===== src/rtl/mqc_pkg.sv =====
// Shared types and constants for the mod-q coefficient pack codec.
`timescale 1ns / 1ps

package mqc_pkg;

  localparam int MODULUS_DEFAULT = 3457;
  localparam int BARRETT_MUL     = 9;
  localparam int FIELD_BITS      = 12;
  localparam int LANES           = 4;
  localparam int COEF_BITS       = 16;
  localparam int WIRE_BITS       = FIELD_BITS * LANES;

  localparam logic [FIELD_BITS-1:0] FIELD_MASK = 12'h0FFF;

  typedef enum logic [1:0] {
    OP_ENC_FULL  = 2'd0,
    OP_ENC_CANON = 2'd1,
    OP_DECODE    = 2'd2,
    OP_COMPARE   = 2'd3
  } op_t;

  // One input transaction, unpacked.
  typedef struct packed {
    op_t                                  opcode;
    logic [LANES-1:0][COEF_BITS-1:0]      coef;
    logic [WIRE_BITS-1:0]                 wire_in;
    logic                                 last_block;
  } in_item_t;

  // One result transaction.
  typedef struct packed {
    logic [WIRE_BITS-1:0]                 wire_out;
    logic [LANES-1:0][FIELD_BITS-1:0]     dec;
    logic                                 range_error;
    logic                                 mismatch;
    logic                                 last_out;
  } res_item_t;

  // Controller to datapath commands.
  typedef struct packed {
    logic load_in;
    logic load_quot;
    logic load_out;
  } mqc_cmd_t;

endpackage


===== src/rtl/mqc_datapath.sv =====
// Datapath: input capture, per-lane quotient estimate, reduce/pack/decode, sticky flags.
`timescale 1ns / 1ps

module mqc_datapath import mqc_pkg::*; #(
  parameter int MODULUS = MODULUS_DEFAULT
) (
  input  logic      clk,
  input  logic      rst,
  input  mqc_cmd_t  cmd,
  input  in_item_t  in_item,
  output res_item_t res_item
);

  localparam logic signed [21:0] MUL2    = 22'(2 * BARRETT_MUL);
  localparam logic signed [21:0] ROUND   = 22'sd32768;
  localparam logic signed [17:0] MOD_S   = 18'(MODULUS);
  localparam logic [COEF_BITS-1:0] MOD16 = COEF_BITS'(MODULUS);
  localparam logic [FIELD_BITS-1:0] MOD12 = FIELD_BITS'(MODULUS);

  // Captured item
  op_t                                   op_q;
  logic signed [LANES-1:0][COEF_BITS-1:0] coef_q;
  logic [WIRE_BITS-1:0]                  wire_q;
  logic                                  last_q;

  // Rounded quotient estimate per lane, range -9..9
  logic signed [4:0] quot [LANES];
  logic signed [4:0] quot_next [LANES];
  logic signed [21:0] scaled [LANES];

  logic [COEF_BITS-1:0] red_full [LANES];
  logic [COEF_BITS-1:0] red_canon [LANES];
  logic [COEF_BITS-1:0] canon_v [LANES];
  logic signed [17:0] diff [LANES];
  logic [WIRE_BITS-1:0] pack_full;
  logic [WIRE_BITS-1:0] pack_canon;
  logic [LANES-1:0] field_big;

  logic range_sticky;
  logic mismatch_sticky;
  res_item_t res_next;

  always_comb begin
    for (int i = 0; i < LANES; i++) begin
      scaled[i]    = 22'(signed'(coef_q[i])) * MUL2 + ROUND;
      quot_next[i] = scaled[i][20:16];
    end
  end

  always_comb begin
    pack_full  = '0;
    pack_canon = '0;
    for (int i = 0; i < LANES; i++) begin
      diff[i]     = 18'(signed'(coef_q[i])) - 18'(quot[i]) * MOD_S;
      red_full[i] = diff[i][COEF_BITS-1:0];
      if (red_full[i][COEF_BITS-1]) begin
        red_full[i] = red_full[i] + MOD16;
      end
      canon_v[i]   = coef_q[i] + MOD16;
      red_canon[i] = (coef_q[i] < canon_v[i]) ? coef_q[i] : canon_v[i];
      pack_full[i*FIELD_BITS +: FIELD_BITS]  = red_full[i][FIELD_BITS-1:0] & FIELD_MASK;
      pack_canon[i*FIELD_BITS +: FIELD_BITS] = red_canon[i][FIELD_BITS-1:0] & FIELD_MASK;
      field_big[i] = (wire_q[i*FIELD_BITS +: FIELD_BITS] >= MOD12);
    end
  end

  always_comb begin
    res_next             = '0;
    res_next.last_out    = last_q;
    res_next.range_error = range_sticky;
    res_next.mismatch    = mismatch_sticky;
    unique case (op_q)
      OP_ENC_FULL:  res_next.wire_out = pack_full;
      OP_ENC_CANON: res_next.wire_out = pack_canon;
      OP_DECODE: begin
        for (int i = 0; i < LANES; i++) begin
          res_next.dec[i] = wire_q[i*FIELD_BITS +: FIELD_BITS];
        end
        res_next.range_error = range_sticky | (|field_big);
      end
      OP_COMPARE: begin
        res_next.wire_out = pack_full ^ wire_q;
        res_next.mismatch = mismatch_sticky | (|(pack_full ^ wire_q));
      end
      default: res_next.wire_out = '0;
    endcase
  end

  always_ff @(posedge clk) begin
    if (cmd.load_in) begin
      op_q   <= in_item.opcode;
      coef_q <= in_item.coef;
      wire_q <= in_item.wire_in;
      last_q <= in_item.last_block;
    end
    if (cmd.load_quot) begin
      for (int i = 0; i < LANES; i++) begin
        quot[i] <= quot_next[i];
      end
    end
    if (cmd.load_out) begin
      res_item <= res_next;
    end
  end

  // Flags cover one polynomial; cleared once the last block is reported.
  always_ff @(posedge clk) begin
    if (rst) begin
      range_sticky    <= 1'b0;
      mismatch_sticky <= 1'b0;
    end else if (cmd.load_out) begin
      range_sticky    <= last_q ? 1'b0 : res_next.range_error;
      mismatch_sticky <= last_q ? 1'b0 : res_next.mismatch;
    end
  end

endmodule


===== src/rtl/mqc_ctrl.sv =====
// Controller: sequences capture, quotient and result stages and owns both handshakes.
`timescale 1ns / 1ps

module mqc_ctrl import mqc_pkg::*; (
  input  logic     clk,
  input  logic     rst,
  input  logic     in_valid,
  output logic     in_ready,
  output logic     out_valid,
  input  logic     out_ready,
  output mqc_cmd_t cmd
);

  typedef enum logic [1:0] {
    ST_IDLE,
    ST_QUOT,
    ST_EMIT
  } state_t;

  state_t state;
  logic   out_free;

  assign in_ready = (state == ST_IDLE);
  assign out_free = !out_valid || out_ready;

  always_comb begin
    cmd           = '0;
    cmd.load_in   = (state == ST_IDLE) && in_valid;
    cmd.load_quot = (state == ST_QUOT);
    cmd.load_out  = (state == ST_EMIT) && out_free;
  end

  always_ff @(posedge clk) begin
    if (rst) begin
      state     <= ST_IDLE;
      out_valid <= 1'b0;
    end else begin
      unique case (state)
        ST_IDLE: if (in_valid) state <= ST_QUOT;
        ST_QUOT: state <= ST_EMIT;
        ST_EMIT: if (out_free) state <= ST_IDLE;
        default: state <= ST_IDLE;
      endcase
      if (cmd.load_out) begin
        out_valid <= 1'b1;
      end else if (out_ready) begin
        out_valid <= 1'b0;
      end
    end
  end

  // a pending result is never overwritten
  a_no_overwrite: assert property (@(posedge clk) disable iff (rst)
    cmd.load_out |-> (!out_valid || out_ready))
    else $error("result register overwritten while held");

  a_accept_seq: assert property (@(posedge clk) disable iff (rst)
    (in_valid && in_ready) |=> (state == ST_QUOT))
    else $error("accepted transaction did not start quotient stage");

  a_valid_source: assert property (@(posedge clk) disable iff (rst)
    $rose(out_valid) |-> $past(cmd.load_out))
    else $error("output valid raised without a result load");

  a_one_step: assert property (@(posedge clk) disable iff (rst)
    $onehot0({cmd.load_in, cmd.load_quot, cmd.load_out}))
    else $error("more than one stage command at once");

endmodule


===== src/rtl/mod_q_coefficient_pack_codec_unit.sv =====
// Top level of the mod-q 12-bit coefficient pack codec.
`timescale 1ns / 1ps

// Packs four signed coefficients into a 48-bit wire word (q-reduced or canonicalized),
// unpacks a wire word into four 12-bit fields, or compares an encoded block against an
// expected word. One result per input transaction. Each transaction runs three steps:
// capture, rounded quotient estimate per lane (registered after the constant multiply),
// then reduce/pack/decode into the output register. A new transaction is taken while a
// finished result still waits in the output register, but not before the last one has
// been through all three steps. range_error and mismatch are sticky over one polynomial
// and clear after the result that carries last set.
module mod_q_coefficient_pack_codec_unit import mqc_pkg::*; #(
  parameter int MODULUS = MODULUS_DEFAULT
) (
  input  logic         clk,
  input  logic         rst,
  input  logic         s_tvalid,
  output logic         s_tready,
  input  logic [111:0] s_tdata,  // coef_a, coef_b, coef_c, coef_d, wire_in
  input  logic [1:0]   s_tuser,  // opcode
  input  logic         s_tlast,
  output logic         m_tvalid,
  input  logic         m_tready,
  output logic [103:0] m_tdata,  // wire_out, dec_a, dec_b, dec_c, dec_d, range_error,
                                 // mismatch, 6 zero bits
  output logic         m_tlast
);

  mqc_cmd_t  cmd;
  in_item_t  in_item;
  res_item_t res_item;

  always_comb begin
    in_item.opcode     = op_t'(s_tuser);
    for (int i = 0; i < LANES; i++) begin
      in_item.coef[i] = s_tdata[i*COEF_BITS +: COEF_BITS];
    end
    in_item.wire_in    = s_tdata[LANES*COEF_BITS +: WIRE_BITS];
    in_item.last_block = s_tlast;
  end

  mqc_ctrl u_ctrl (
    .clk       (clk),
    .rst       (rst),
    .in_valid  (s_tvalid),
    .in_ready  (s_tready),
    .out_valid (m_tvalid),
    .out_ready (m_tready),
    .cmd       (cmd)
  );

  mqc_datapath #(
    .MODULUS (MODULUS)
  ) u_datapath (
    .clk      (clk),
    .rst      (rst),
    .cmd      (cmd),
    .in_item  (in_item),
    .res_item (res_item)
  );

  always_comb begin
    m_tdata = '0;
    m_tdata[WIRE_BITS-1:0] = res_item.wire_out;
    for (int i = 0; i < LANES; i++) begin
      m_tdata[WIRE_BITS + i*FIELD_BITS +: FIELD_BITS] = res_item.dec[i];
    end
    m_tdata[2*WIRE_BITS]     = res_item.range_error;
    m_tdata[2*WIRE_BITS + 1] = res_item.mismatch;
  end

  assign m_tlast = res_item.last_out;

endmodule


===== config.mk =====
export PLATFORM = sky130hd
export DESIGN_NAME = mod_q_coefficient_pack_codec_unit
export DESIGN_NICKNAME = d
export VERILOG_FILES = /design/src/rtl/mqc_pkg.sv /design/src/rtl/mqc_datapath.sv /design/src/rtl/mqc_ctrl.sv /design/src/rtl/mod_q_coefficient_pack_codec_unit.sv
export SDC_FILE = /design/constraint.sdc
export NUM_CORES = 1
export LEC_CHECK = 0
export BUFFER_PORTS_ARGS = -buffer_cell sky130_fd_sc_hd__buf_2
export CORE_ASPECT_RATIO = 2
export CORE_MARGIN = 2
export CORE_UTILIZATION = 60
export DETAILED_ROUTE_END_ITERATION = 12
export MAX_ROUTING_LAYER = met4
export PLACE_DENSITY = 0.92
export SETUP_SLACK_MARGIN = 0.02
export SKIP_LAST_GASP = 1
export SYNTH_ARGS = -nofsm -noshare
export SYNTH_HDL_FRONTEND = slang
export SYNTH_SLANG_ARGS = --single-unit

===== constraint.sdc =====
create_clock -name clk -period 8.9 [get_ports clk]
set_input_delay 1.335 -clock clk [delete_from_list [all_inputs] [get_ports clk]]
set_output_delay 1.335 -clock clk [all_outputs]
set_load 0.01 [all_outputs]

Yosys cells after proc, flatten, opt, wreduce, memory -nomap -nowiden

Memory sizes are Yosys's and may differ from the RTL's.
Index checks and enable logic that the tools add are counted.

Output and inout port bits: 107
Input port bits: 119
Register bits: 219
Memories kept: 1
Logic and storage cells: 92
RAM bits: 20

Reduce and logical (&&, ||, !) cells: 10
Multiplexer cells: 20
Multipliers: 8
Bitwise operators: 3
$lt $le $gt $ge: 8
Equal/unequal tests: 7
Add/sub/neg operators: 16

Memories:

| memory          | words | bits a word | read ports | clocked after Yosys merged registers in | write ports | line               | text |
|---|---|---|---|---|---|---|---|
| u_datapath.quot | 4     | 5           | 4          | 0                                       | 4           | mqc_datapath.sv:27 | `logic signed [4:0] quot [LANES];` |

Operators by type and width:

| operator                                                             | number |
|---|---|
| 48-bit case mux with 3 select lines                                  | 1 |
| 12-bit two-way mux                                                   | 8 |
| 21-bit by 17-bit adder with 21-bit output, second input constant     | 4 |
| 16-bit by 5-bit multiplier with 20-bit output, second input constant | 4 |
| 16-bit by 12-bit adder with 16-bit output, second input constant     | 4 |
| 16-bit < comparator                                                  | 4 |
| 5-bit by 13-bit multiplier with 16-bit output, second input constant | 4 |
| 16-bit subtractor                                                    | 4 |
| 12-bit adder, second input constant                                  | 4 |
| 12-bit >= comparator, second input constant                          | 4 |
| 48-bit OR reduction                                                  | 1 |
| 48-bit XOR                                                           | 1 |
| 1-bit two-way mux                                                    | 8 |
| 2-bit == test, second input constant                                 | 3 |
| 2-bit case mux with 3 select lines                                   | 1 |
| 2-bit by 1-bit == test with 1-bit output, second input constant      | 2 |
| 2-bit zero test                                                      | 2 |
| 2-bit two-way mux                                                    | 2 |
| 4-bit OR reduction                                                   | 1 |
| 1-bit logical AND                                                    | 2 |
| 2-bit by 1-bit != test with 1-bit output, second input constant      | 1 |
| 2-bit != test, second input constant                                 | 1 |
| 1-bit bitwise OR                                                     | 2 |
| 2-bit AND reduction                                                  | 1 |
| 3 further kinds                                                      | 3 |

Longest topological paths before layout

Gate-level depths: netlist of run 1.
An unclocked memory read counts as a cell.

Depth in word-level cells: 10
Depth in mapped cells: 21
Mapped depth without buffers: 21

Cells and area by module

From an unflattened synthesis of run 1, not the netlist that was laid out.

Cell total of the unflattened synthesis: 2110
Area total of the unflattened synthesis: 21538.2 µm²

Modules (own cells, without submodules):

| module                            | times used | sequential area each (µm²) | cells an instance | area an instance (µm²) |
|---|---|---|---|---|
| mqc_datapath                      | 1          | 7066.8                     | 2090              | 21350.5 |
| mqc_ctrl                          | 1          | 60.1                       | 13                | 138.9 |
| mod_q_coefficient_pack_codec_unit | 1          | 0.0                        | 7                 | 48.8 |

Least setup slack after synthesis of run 1

OpenSTA, ideal clock, no wires.

Kind: input-to-reg
From: in m_tready
To: reg u_datapath.mismatch_sticky
Slack: 2.003 ns
Stages: 5
Arrival time: 6.772 ns
Library setup time: 0.125 ns
Data required time: 8.775 ns
Path buffers: 0
Cell sequence: nor2b_1 > nor2b_1 > a21oi_1 > nand3_1 > o21ai_1

RTL lines:

| item                 | line                                    | text |
|---|---|---|
| start, declared      | mod_q_coefficient_pack_codec_unit.sv:23 | `input logic m_tready,` |
| end signal, assigned | mqc_datapath.sv:113                     | `mismatch_sticky <= last_q ? 1'b0 : res_next.mismatch;` |
| end, declared        | mqc_datapath.sv:40                      | `logic mismatch_sticky;` |

==> results of run 1 <==
[layer usage]
layer  up-vias  GRT usage [%]
met5         -              -
met4         0          13.71
met3       180          5.095
met2       869          52.07
met1      7849          36.50
li1       7791              -
[layout by cell type, fill, tap and decap left out, types with 9 or more instances in the layout]
cell type	synthesis	layout
nand3_1	42	42
nor4_1	11	11
o211ai_1	24	24
xor2_1	64	64
nand2_1	101	101
and3_1	67	67
a21o_1	39	39
nor3_1	39	39
buf_4	7	9
o22ai_1	17	17
o21a_1	17	17
ha_1	308	308
fa_1	44	44
nor2b_1	20	18
clkbuf_16	0	23
nand4_1	14	14
nor2_1	103	103
or3_1	10	10
inv_1	223	223
mux2i_1	23	23
edfxtp_1	234	234
nor3b_1	14	14
buf_2	7	219
nand2b_1	13	13
o21ai_0	87	87
xnor2_1	126	126
a21oi_1	90	90
o31ai_1	9	9
a211oi_1	14	14
o221ai_1	10	10
mux2_2	11	11
xnor3_1	13	13
[state kept, by name (all words and copies together), names as in the netlist]
register                    flops
u_ctrl.out_valid                1
u_ctrl.state                    2
u_datapath.coef_q              64
u_datapath.last_q               1
u_datapath.mismatch_sticky      1
u_datapath.op_q                 2
u_datapath.quot                20
u_datapath.range_sticky         1
u_datapath.res_item            99
u_datapath.wire_q              48
[power by group through the flow]
stage          Sequential, mW  Clock [mW]  Combinational (mW)
5_1_grt                  1.48        1.02                4.86
3_3_place_gp             1.49           0                4.21
4_1_cts                  1.47       0.990                4.37
2_1_floorplan            1.48           0                3.37
6_report                 1.47       0.982                4.44
3_5_place_dp             1.49           0                4.33
[per-stage QoR]
step / instances / worst slack [ns] / util [%]
2_1_floorplan: 2032 / 2.003 / -
3_3_place_gp: 2653 / 3.426 / 64.87
3_5_place_dp: 2653 / 3.266 / 64.87
4_1_cts: 2694 / 3.240 / 66.93
5_1_grt: 2697 / 2.890 / 66.95
6_report: 2697 / 3.254 / 66.95
[final cells by class]
type	instances	share of cell area [%]
clock buffers	26	2.568
repair buffers	228	5.007
multi-input cells	1516	55.18
diodes	3	0.03230
inverters	225	3.634
clock inverters	15	0.5115
flip-flops and latches	239	30.67
well taps	445	2.396
[cells in the mapped netlist, types with 9 or more instances]
library cell,number
o21a_1,17
nand2_1,101
xnor3_1,13
fa_1,44
xnor2_1,126
xor2_1,64
nor2_1,103
nand4_1,14
nand3_1,42
edfxtp_1,234
or3_1,10
and2_1,9
o22ai_1,17
mux2_2,11
mux2i_1,23
a21oi_1,90
nand2b_1,13
nor3_1,39
nor3b_1,14
o21ai_0,87
o211ai_1,24
nor4_1,11
nor2b_1,20
o221ai_1,10
ha_1,308
a21o_1,39
a211oi_1,14
and3_1,67
inv_1,223
clkbuf_1,31
o31ai_1,9
[worst min-delay path by stage]
stage | slack, ns | from | endpoint | depth (start not counted)
after global routing | 0.48 | u_datapath.last_q | u_datapath.res_item[0] | 0
after floorplan | 0.42 | u_datapath.mismatch_sticky | u_datapath.mismatch_sticky | 2
final | 0.45 | u_datapath.mismatch_sticky | u_datapath.mismatch_sticky | 2
after CTS | 0.45 | u_datapath.mismatch_sticky | u_datapath.mismatch_sticky | 2
after global placement | 0.43 | u_datapath.mismatch_sticky | u_datapath.mismatch_sticky | 2
after detailed placement | 0.44 | u_datapath.mismatch_sticky | u_datapath.mismatch_sticky | 2
[logic make-up (layout without fill, tap and decap cells)]
group	Yosys count	in the layout	synth area share, %
simple gates	483	483	12.00
compound gates	427	427	14.35
fa+ha+maj	354	354	22.64
buf+inv	277	494	5.153
flops	239	239	33.93
xor+xnor	212	212	10.23
mux	34	34	1.686
other cells	1	9	0.01785
[tightest hold or removal path, cell delays in order, from the launching register on]
cell	delay, ns
dfxtp_1	0.31
nand2_1	0.05
o21ai_1	0.05
==> flow_summary.yaml, run 1 <==
worst_setup_path:
  crit_start: "u_datapath.quot[0][4]"
  rr_worst_depth: 19
  slowest_delay_ns: 0.55
  cp_cell_sequence: "inv_1 > ha_1 > inv_1 > ha_1 > fa_1 > fa_1 > inv_1 > ha_1 > a21oi_1 > o21ai_0 > a311o_1 > or3_1 > a21boi_1 > xnor2_1 > xnor2_1 > nor4_1 > nand4_1 > nor4_2 > o21bai_1"
  arrival_ns: 5.94
  r2r_start: "u_datapath.quot[0][4]"
  cp_num_buf_inv: 3
  crit_slowest_cell: "or3_1"
  crit_cells: 19
  rrSetupSlack_ns: 3.25
  endpoint: "u_datapath.res_item[1]"
  start_kind: "flip-flop"
  critPathRequiredTime_ns: 9.19
  end_kind: "flip-flop"
  path_max_fanout: 9
  critPathTopFamily: "adder cells"
  r2r_end: "u_datapath.res_item[1]"
  critPathKind: "flip-flop to flip-flop"
logic_synthesis:
  synth-async-reset-ratio_pct: 0
  yosysSeqAreaShare_pct: 33.93
  yosys_register_bits: 239
  synth_edf_count: 234
  synth_cells: 2027
  synth.largest_area_cell: "edfxtp_1"
  synth_area_um2: 21000
  synth.top_cell.area_share_pct: 33.46
  ys_types: 108
  synth-main-ff-cell: "edfxtp_1"
  yosys_warnings: 0
  syn_area_per_cell_um2: 10.36
  synthTopCellsByArea: "edfxtp_1 (33%), ha_1 (18%), xnor2_1 (5.3%), fa_1 (4.2%), inv_1 (4.0%)"
power_and_ir_drop:
  combPwrFrac_pct: 64.4
  p_leak_nw: 10.55
  vdd_drop_max_mv: 0.2673
  seq_power_share_pct: 21.4
  finalPower_mw: 6.895
  internal-power_mw: 3.778
  p_sw_share_pct: 45.21
  p_per_area_nw_per_um2: 296.7
  p_sw_mw: 3.117
  clkPwrFrac_pct: 14.2
clock_network:
  clock_sinks: 239
  h-tree-depth: 1
  cts_buffer_depth: 3
  cts_tree: "built"
  hold_buffers: 0
  path_clk_slew_ns: 0.07
  postCtsSetupBuffers: 0
  cts_resized: 0
  numCtsBuffers: 23
  clk-insertion-delay-late_ns: 0.57
  cts_root_buffer: "clkbuf_16"
timing:
  slew_headroom_pct: 21.54
  tns_ns: 0
  post-route-min-period_ns: 5.646
  worst_slew_pin_slew_ns: 1.177
  maxSlewViolCount: 0
  max_freq_mhz: 177.1
  min_period_over_period_pct: 63.43
  rsz0062_at_grt: "no"
  holdWs_ns: 0.4521
  skew_ns: 0.01524
  hold_violations: 0
  setup_viol: 0
layout:
  fin_nets: 2704
  multi_input_area_um2: 12820
  drive_gt1_share_pct: 14.81
  fillCellCount: 2516
  regArea_um2: 7127
  syn_to_final_growth_pct: 10.65
  final_area_um2: 23240
detailed_routing:
  viasPerCell: 6.188
  dr_wl_met2_mm: 26.62
  firstDrtPassIters: 6
  vias: 16689
  ant_nets: 0
  drtIter0Drc: 1397
  wirelength_mm: 55.09
  top_layer: "met4"
  wire_per_inst_um: 20.43
  route.met3.wl_mm: 5.001
  drc: 0
  wl_met1_mm: 20.77
floorplanning:
  rows: 97
  coreArea_um2: 34710
  start_util_pct: 60.51
  die_width_um: 136.3
  die_y_um: 268.6
  die-area_um2: 36610
  io_pins: 226
grt:
  grt_first_pass_wirelength_mm: 86.49
  gr-usage-all-layers_pct: 31.02
  grt_overflow: 0
  grt_pass1_vias: 16797
  grt_max_degree: 88
  antenna_found_initial: 3
hold_path:
  min_path_type: "flip-flop to flip-flop"
place:
  dpl-instance-area_um2: 22520
  detailed_place_hpwl_mm: 41.43
  portBuffers: 219
  place_congestion: 0.9971
run_status:
  status: "completed"
flow_run:
  maxCapViolCount: 0
Power figures use the tool's default switching activity.
==> run 2, diff against run 1 <==
Clock period 8.9 ns to 5.9 ns, I/O delays scaled along.
==> run 2 against run 1 <==
- sequential share of layout area hardly changed
- cell area up 0.12%
- final cell count is 0.19% higher
- first-iteration DRC count grew 5.7%
==> flow_summary.yaml, run 2 (synthesized netlist as in run 1, its figures left out) <==
clock_network:
  clock_sinks: 239
  cts_root_buffer: "clkbuf_16"
  path_clk_slew_ns: 0.07
  hold_buffers: 0
  cts_buffer_depth: 3
  clk-insertion-delay-late_ns: 0.55
  numCtsBuffers: 22
  h-tree-depth: 1
  cts_tree: "built"
floorplanning:
  die_y_um: 268.6
  die_width_um: 136.3
  io_pins: 226
  coreArea_um2: 34710
  die-area_um2: 36610
  rows: 97
  start_util_pct: 60.51
timing:
  skew_ns: 0.01145
  tns_ns: 0
  hold_violations: 0
  min_period_over_period_pct: 96.21
  setup_viol: 0
  max_freq_mhz: 176.2
  worst_slew_pin_slew_ns: 1.101
  maxSlewViolCount: 0
  slew_headroom_pct: 26.61
  rsz0062_at_grt: "no"
  post-route-min-period_ns: 5.677
power_and_ir_drop:
  p_sw_mw: 4.739
  finalPower_mw: 10.47
  p_per_area_nw_per_um2: 450.1
  p_leak_nw: 10.56
  clkPwrFrac_pct: 13.5
  vdd_drop_max_mv: 0.3385
  combPwrFrac_pct: 65.3
  p_sw_share_pct: 45.25
  internal-power_mw: 5.734
  seq_power_share_pct: 21.2
detailed_routing:
  vias: 16804
  drtIter0Drc: 1477
  viasPerCell: 6.219
  drc: 0
  ant_nets: 0
  wirelength_mm: 55.34
  wire_per_inst_um: 20.48
  firstDrtPassIters: 5
layout:
  final_core_utilization_pct: 67.04
  largest_register_ffs: 99
  drive_gt1_share_pct: 14.74
  top_register: "u_datapath.res_item"
  fin_nets: 2707
  multi_input_area_um2: 12850
  layout_common_cells: "ha_1 (308), edfxtp_1 (234), inv_1 (223), buf_2 (219), xnor2_1 (124)"
  final_cell_count_no_fill: 2702
  final_common_cell: "ha_1"
  fillCellCount: 2544
  reg_top3: "u_datapath.res_item (99), u_datapath.coef_q (64), u_datapath.wire_q (48)"
  syn_to_final_growth_pct: 10.79
  regArea_um2: 7127
hold_path:
  min_path_type: "flip-flop to flip-flop"
worst_setup_path:
  path_max_fanout: 8
  start_kind: "flip-flop"
  critPathKind: "flip-flop to flip-flop"
  arrival_ns: 5.95
  critPathRequiredTime_ns: 6.17
  end_kind: "flip-flop"
grt:
  gr-usage-all-layers_pct: 31.01
  grt_pass1_vias: 16714
  grt_first_pass_wirelength_mm: 86.62
  grt_overflow: 0
  grt_max_degree: 84
  antenna_found_initial: 5
flow_run:
  maxCapViolCount: 0
place:
  place_congestion: 1.019
  portBuffers: 219
  dp.cells: 2655
  detailed_place_hpwl_mm: 41.85
run_status:
  status: "completed"
## run 2: cell count changes in the layout (fill, tap and decap cells not counted)
cell | previous run | this run
inv_8 | 1 | 0
buf_4 | 9 | 13
inv_6 | 5 | 4
xnor2_2 | 2 | 3
clkinv_4 | 3 | 1
clkinv_2 | 3 | 1
xnor2_1 | 126 | 124
clkinv_1 | 1 | 2
xnor2_4 | 0 | 1
clkinvlp_4 | 3 | 2
diode_2 | 3 | 5
clkbuf_1 | 2 | 7
## run 2: path summary, 6_finish.rpt
kind / from / to / slack, ns / cells past startpoint
worst min-delay path: u_datapath.mismatch_sticky / u_datapath.mismatch_sticky / 0.45 / 2
worst max-delay path: u_datapath.quot[1][4] / u_datapath.res_item[1] / 0.22 / 19
worst max register to register: u_datapath.quot[1][4] / u_datapath.res_item[1] / 0.22 / 19
worst min register to register: u_datapath.mismatch_sticky / u_datapath.mismatch_sticky / 0.45 / 2
## run 2: repair_timing
action                                  CTS  global route
resized for setup                         0             3
endpoints found under the hold margin     0             0
setup buffers                             0             2
endpoints found under the setup margin    0             2
## run 2: power by group through the flow
stage	Sequential [mW]	Clock [mW]	Combinational, mW
finish	2.22	1.42	6.83
global placement	2.25	0	6.38
detailed placement	2.25	0	6.59
global route	2.23	1.48	7.43
floorplan	2.23	0	5.09
CTS	2.22	1.43	6.66
## run 2: area by class of cell
cell class	count	share of cell area [%]
Clock inverter	9	0.2904
Clock buffer	31	2.646
Timing Repair Buffer	232	5.130
Inverter	225	3.630
Sequential cell	239	30.63
Antenna cell	5	0.05377
Tap cell	445	2.393
Multi-Input combinational cell	1516	55.23
## run 2: metrics by stage
step	cell area, um2	hold WS, ns	setup WS, ns
after floorplan	21020	0.4223	0.8346
after global placement	22530	0.4345	0.4099
after detailed placement	22530	0.4394	0.2102
after CTS	23210	0.4511	0.1747
after global routing	23270	0.4702	0.01352
final	23270	0.4508	0.2235
## run 2: worst max-delay path, cell delays in order, from the launching register on
cell and delay, ns:
edfxtp_1 0.53, inv_1 0.09, ha_1 0.25, ha_1 0.22
nor2_1 0.18, fa_1 0.47, fa_1 0.52, inv_1 0.05
ha_1 0.31, and3_1 0.17, a221o_1 0.35, a31oi_1 0.22
a21oi_1 0.16, nor2_1 0.40, nand2_1 0.18, xnor3_2 0.40
nor4_1 0.34, nand4_1 0.17, nor4_2 0.34, o21bai_1 0.10
## run 2: per-layer routing
metal | wire length, um | vias up | track usage, %
met5 | 0 | - | -
met4 | 2279 | 0 | 11.68
met3 | 4826 | 158 | 5.227
met2 | 27050 | 825 | 52.26
met1 | 21180 | 8033 | 37.12
li1 | - | 7788 | -
==> run 3, diff against run 2 <==
Settings changed: CORE_MARGIN 2 to not set, SKIP_CTS_REPAIR_TIMING set to 1.
==> run 3 against run 2 <==
- count of clock-buffer cells in the layout fell by 7
- critical path depth is 1 higher
- clock power hardly changed
- utilization rose by 0.77 points
- sequential cell count stayed put
- final cell count is 0.15% lower
- via count rose by 0.12%
==> flow_summary.yaml, run 3 (synthesized netlist as in run 1, its figures left out) <==
floorplanning:
  coreArea_um2: 34350
  die-area_um2: 35800
  io_pins: 226
  die_width_um: 134.3
  die_y_um: 266.6
  rows: 96
  start_util_pct: 61.14
worst_setup_path:
  rrSetupSlack_ns: 0.35
  crit_slowest_cell: "fa_1"
  path_max_fanout: 10
  slowest_delay_ns: 0.53
  start_kind: "flip-flop"
  critPathRequiredTime_ns: 6.19
  critPathKind: "flip-flop to flip-flop"
  arrival_ns: 5.84
  r2r_start: "u_datapath.quot[2][3]"
  end_kind: "flip-flop"
  crit_start: "u_datapath.quot[2][3]"
  cp_cell_sequence: "ha_1 > inv_1 > ha_1 > inv_1 > fa_1 > inv_1 > fa_1 > inv_1 > ha_1 > a21oi_1 > o21ai_0 > a21oi_1 > o21ai_4 > xnor2_4 > and2_1 > xnor3_1 > nor3b_1 > o2111ai_1 > nor4_2 > o21bai_1"
  r2r_end: "u_datapath.res_item[1]"
  path_common_cell: "inv_1"
  rr_worst_depth: 20
layout:
  drive_gt1_share_pct: 15.00
  syn_to_final_growth_pct: 10.91
  reg_top3: "u_datapath.res_item (99), u_datapath.coef_q (64), u_datapath.wire_q (48)"
  final_common_cell: "ha_1"
  layout_common_cells: "ha_1 (308), edfxtp_1 (234), inv_1 (223), buf_2 (219), xnor2_1 (125)"
  final_cell_count_no_fill: 2698
  largest_register_ffs: 99
  fin_nets: 2709
  top_register: "u_datapath.res_item"
  final_core_utilization_pct: 67.81
  fillCellCount: 2622
place:
  portBuffers: 219
  dp.cells: 2651
  place_congestion: 0.9884
  detailed_place_hpwl_mm: 46.54
run_status:
  status: "completed"
hold_path:
  whs_endpoint: "u_datapath.mismatch_sticky"
  min_path_type: "flip-flop to flip-flop"
  min_from: "u_datapath.mismatch_sticky"
  min_path_cells: 2
grt:
  grt_max_degree: 89
  grt_first_pass_wirelength_mm: 91.45
  grt_pass1_vias: 17659
  grt_overflow: 0
  antenna_found_initial: 3
  gr-usage-all-layers_pct: 34.29
detailed_routing:
  firstDrtPassIters: 5
  drc: 0
  drtIter0Drc: 1217
  ant_nets: 0
  vias: 16825
  viasPerCell: 6.236
  wire_per_inst_um: 21.95
  wirelength_mm: 59.21
timing:
  skew_ns: 0.01864
  max_freq_mhz: 180.1
  rsz0062_at_grt: "no"
  worst_slew_pin_slew_ns: 1.299
  hold_violations: 0
  maxSlewViolCount: 0
  setup_viol: 0
  tns_ns: 0
  min_period_over_period_pct: 94.10
  slew_headroom_pct: 12.98
  post-route-min-period_ns: 5.552
power_and_ir_drop:
  vdd_drop_max_mv: 0.3923
  p_leak_nw: 10.56
  p_per_area_nw_per_um2: 450.4
clock_network:
  h-tree-depth: 1
  clock_sinks: 239
  path_clk_slew_ns: 0.07
  numCtsBuffers: 23
  cts_root_buffer: "clkbuf_16"
  clk-insertion-delay-late_ns: 0.56
  cts_buffer_depth: 3
  cts_tree: "built"
flow_run:
  maxCapViolCount: 0
## run 3: cell count changes in the layout (fill, tap and decap cells not counted), sizes merged
cell and change:
inv -2, clkinvlp +6, buf +1, clkinv +4
clkbuf -7, diode -2
## run 3: how the worst max path moves through the flow
stage | cells after the start | to | slack [ns]
after detailed placement | 21 | u_datapath.res_item[1] | 0.26
after floorplan | 20 | u_datapath.res_item[1] | 0.83
final | 20 | u_datapath.res_item[1] | 0.35
after CTS | 21 | u_datapath.res_item[1] | 0.24
after global placement | 19 | u_datapath.res_item[1] | 0.36
after global routing | 20 | u_datapath.res_item[1] | 0.09
## run 3: power breakdown
part | leakage (nW) | internal (mW) | switching, mW | total, mW
clock network | 0.318 | 0.725 | 0.693 | 1.42
registers | 2.26 | 2.09 | 0.131 | 2.22
logic | 7.98 | 2.90 | 3.95 | 6.85
## run 3: cell type report
class | count | area, um2 | area share [%]
sequential | 239 | 7127 | 30.60
antenna | 3 | 7.507 | 0.03223
multi-input combinational | 1516 | 12850 | 55.17
clock inverter | 17 | 118.9 | 0.5103
inverter | 225 | 844.6 | 3.626
timing repair buffer | 233 | 1214 | 5.210
tap | 441 | 551.8 | 2.369
clock buffer | 24 | 579.3 | 2.487
## run 3: critical path: cells and delay by family, from the launching register on
| family | cells | cell delay [ns] |
|---|---|---|
| adder cells (fa/ha/maj) | 5 | 2.03 |
| flip-flops | 1 | 0.50 |
| buffers and inverters | 4 | 0.23 |
| AND/OR/NAND/NOR | 3 | 0.85 |
| XOR/XNOR | 2 | 0.64 |
| AO/OA/AOI/OAI | 6 | 1.04 |
## run 3: layer usage
layer  global-route usage, %  routed length [um]  vias to the layer above
li1                        -                   -                     7779
met1                   32.34               19720                     8090
met2                   62.72               31410                      700
met3                   4.122                3056                      256
met4                   25.66                5024                        0
met5                       -                   0                        -
## run 3: through the flow
step	worst slack (ns)	hold slack (ns)	instance area, um2	total power [mW]
4_1_cts	0.2411	0.4727	23240	10.38
5_1_grt	0.08526	0.4810	23290	11.16
6_report	0.3484	0.4798	23290	10.49
3_5_place_dp	0.2584	0.4626	22540	8.915
3_3_place_gp	0.3648	0.4358	22540	8.671
2_1_floorplan	0.8346	0.4223	21020	7.318
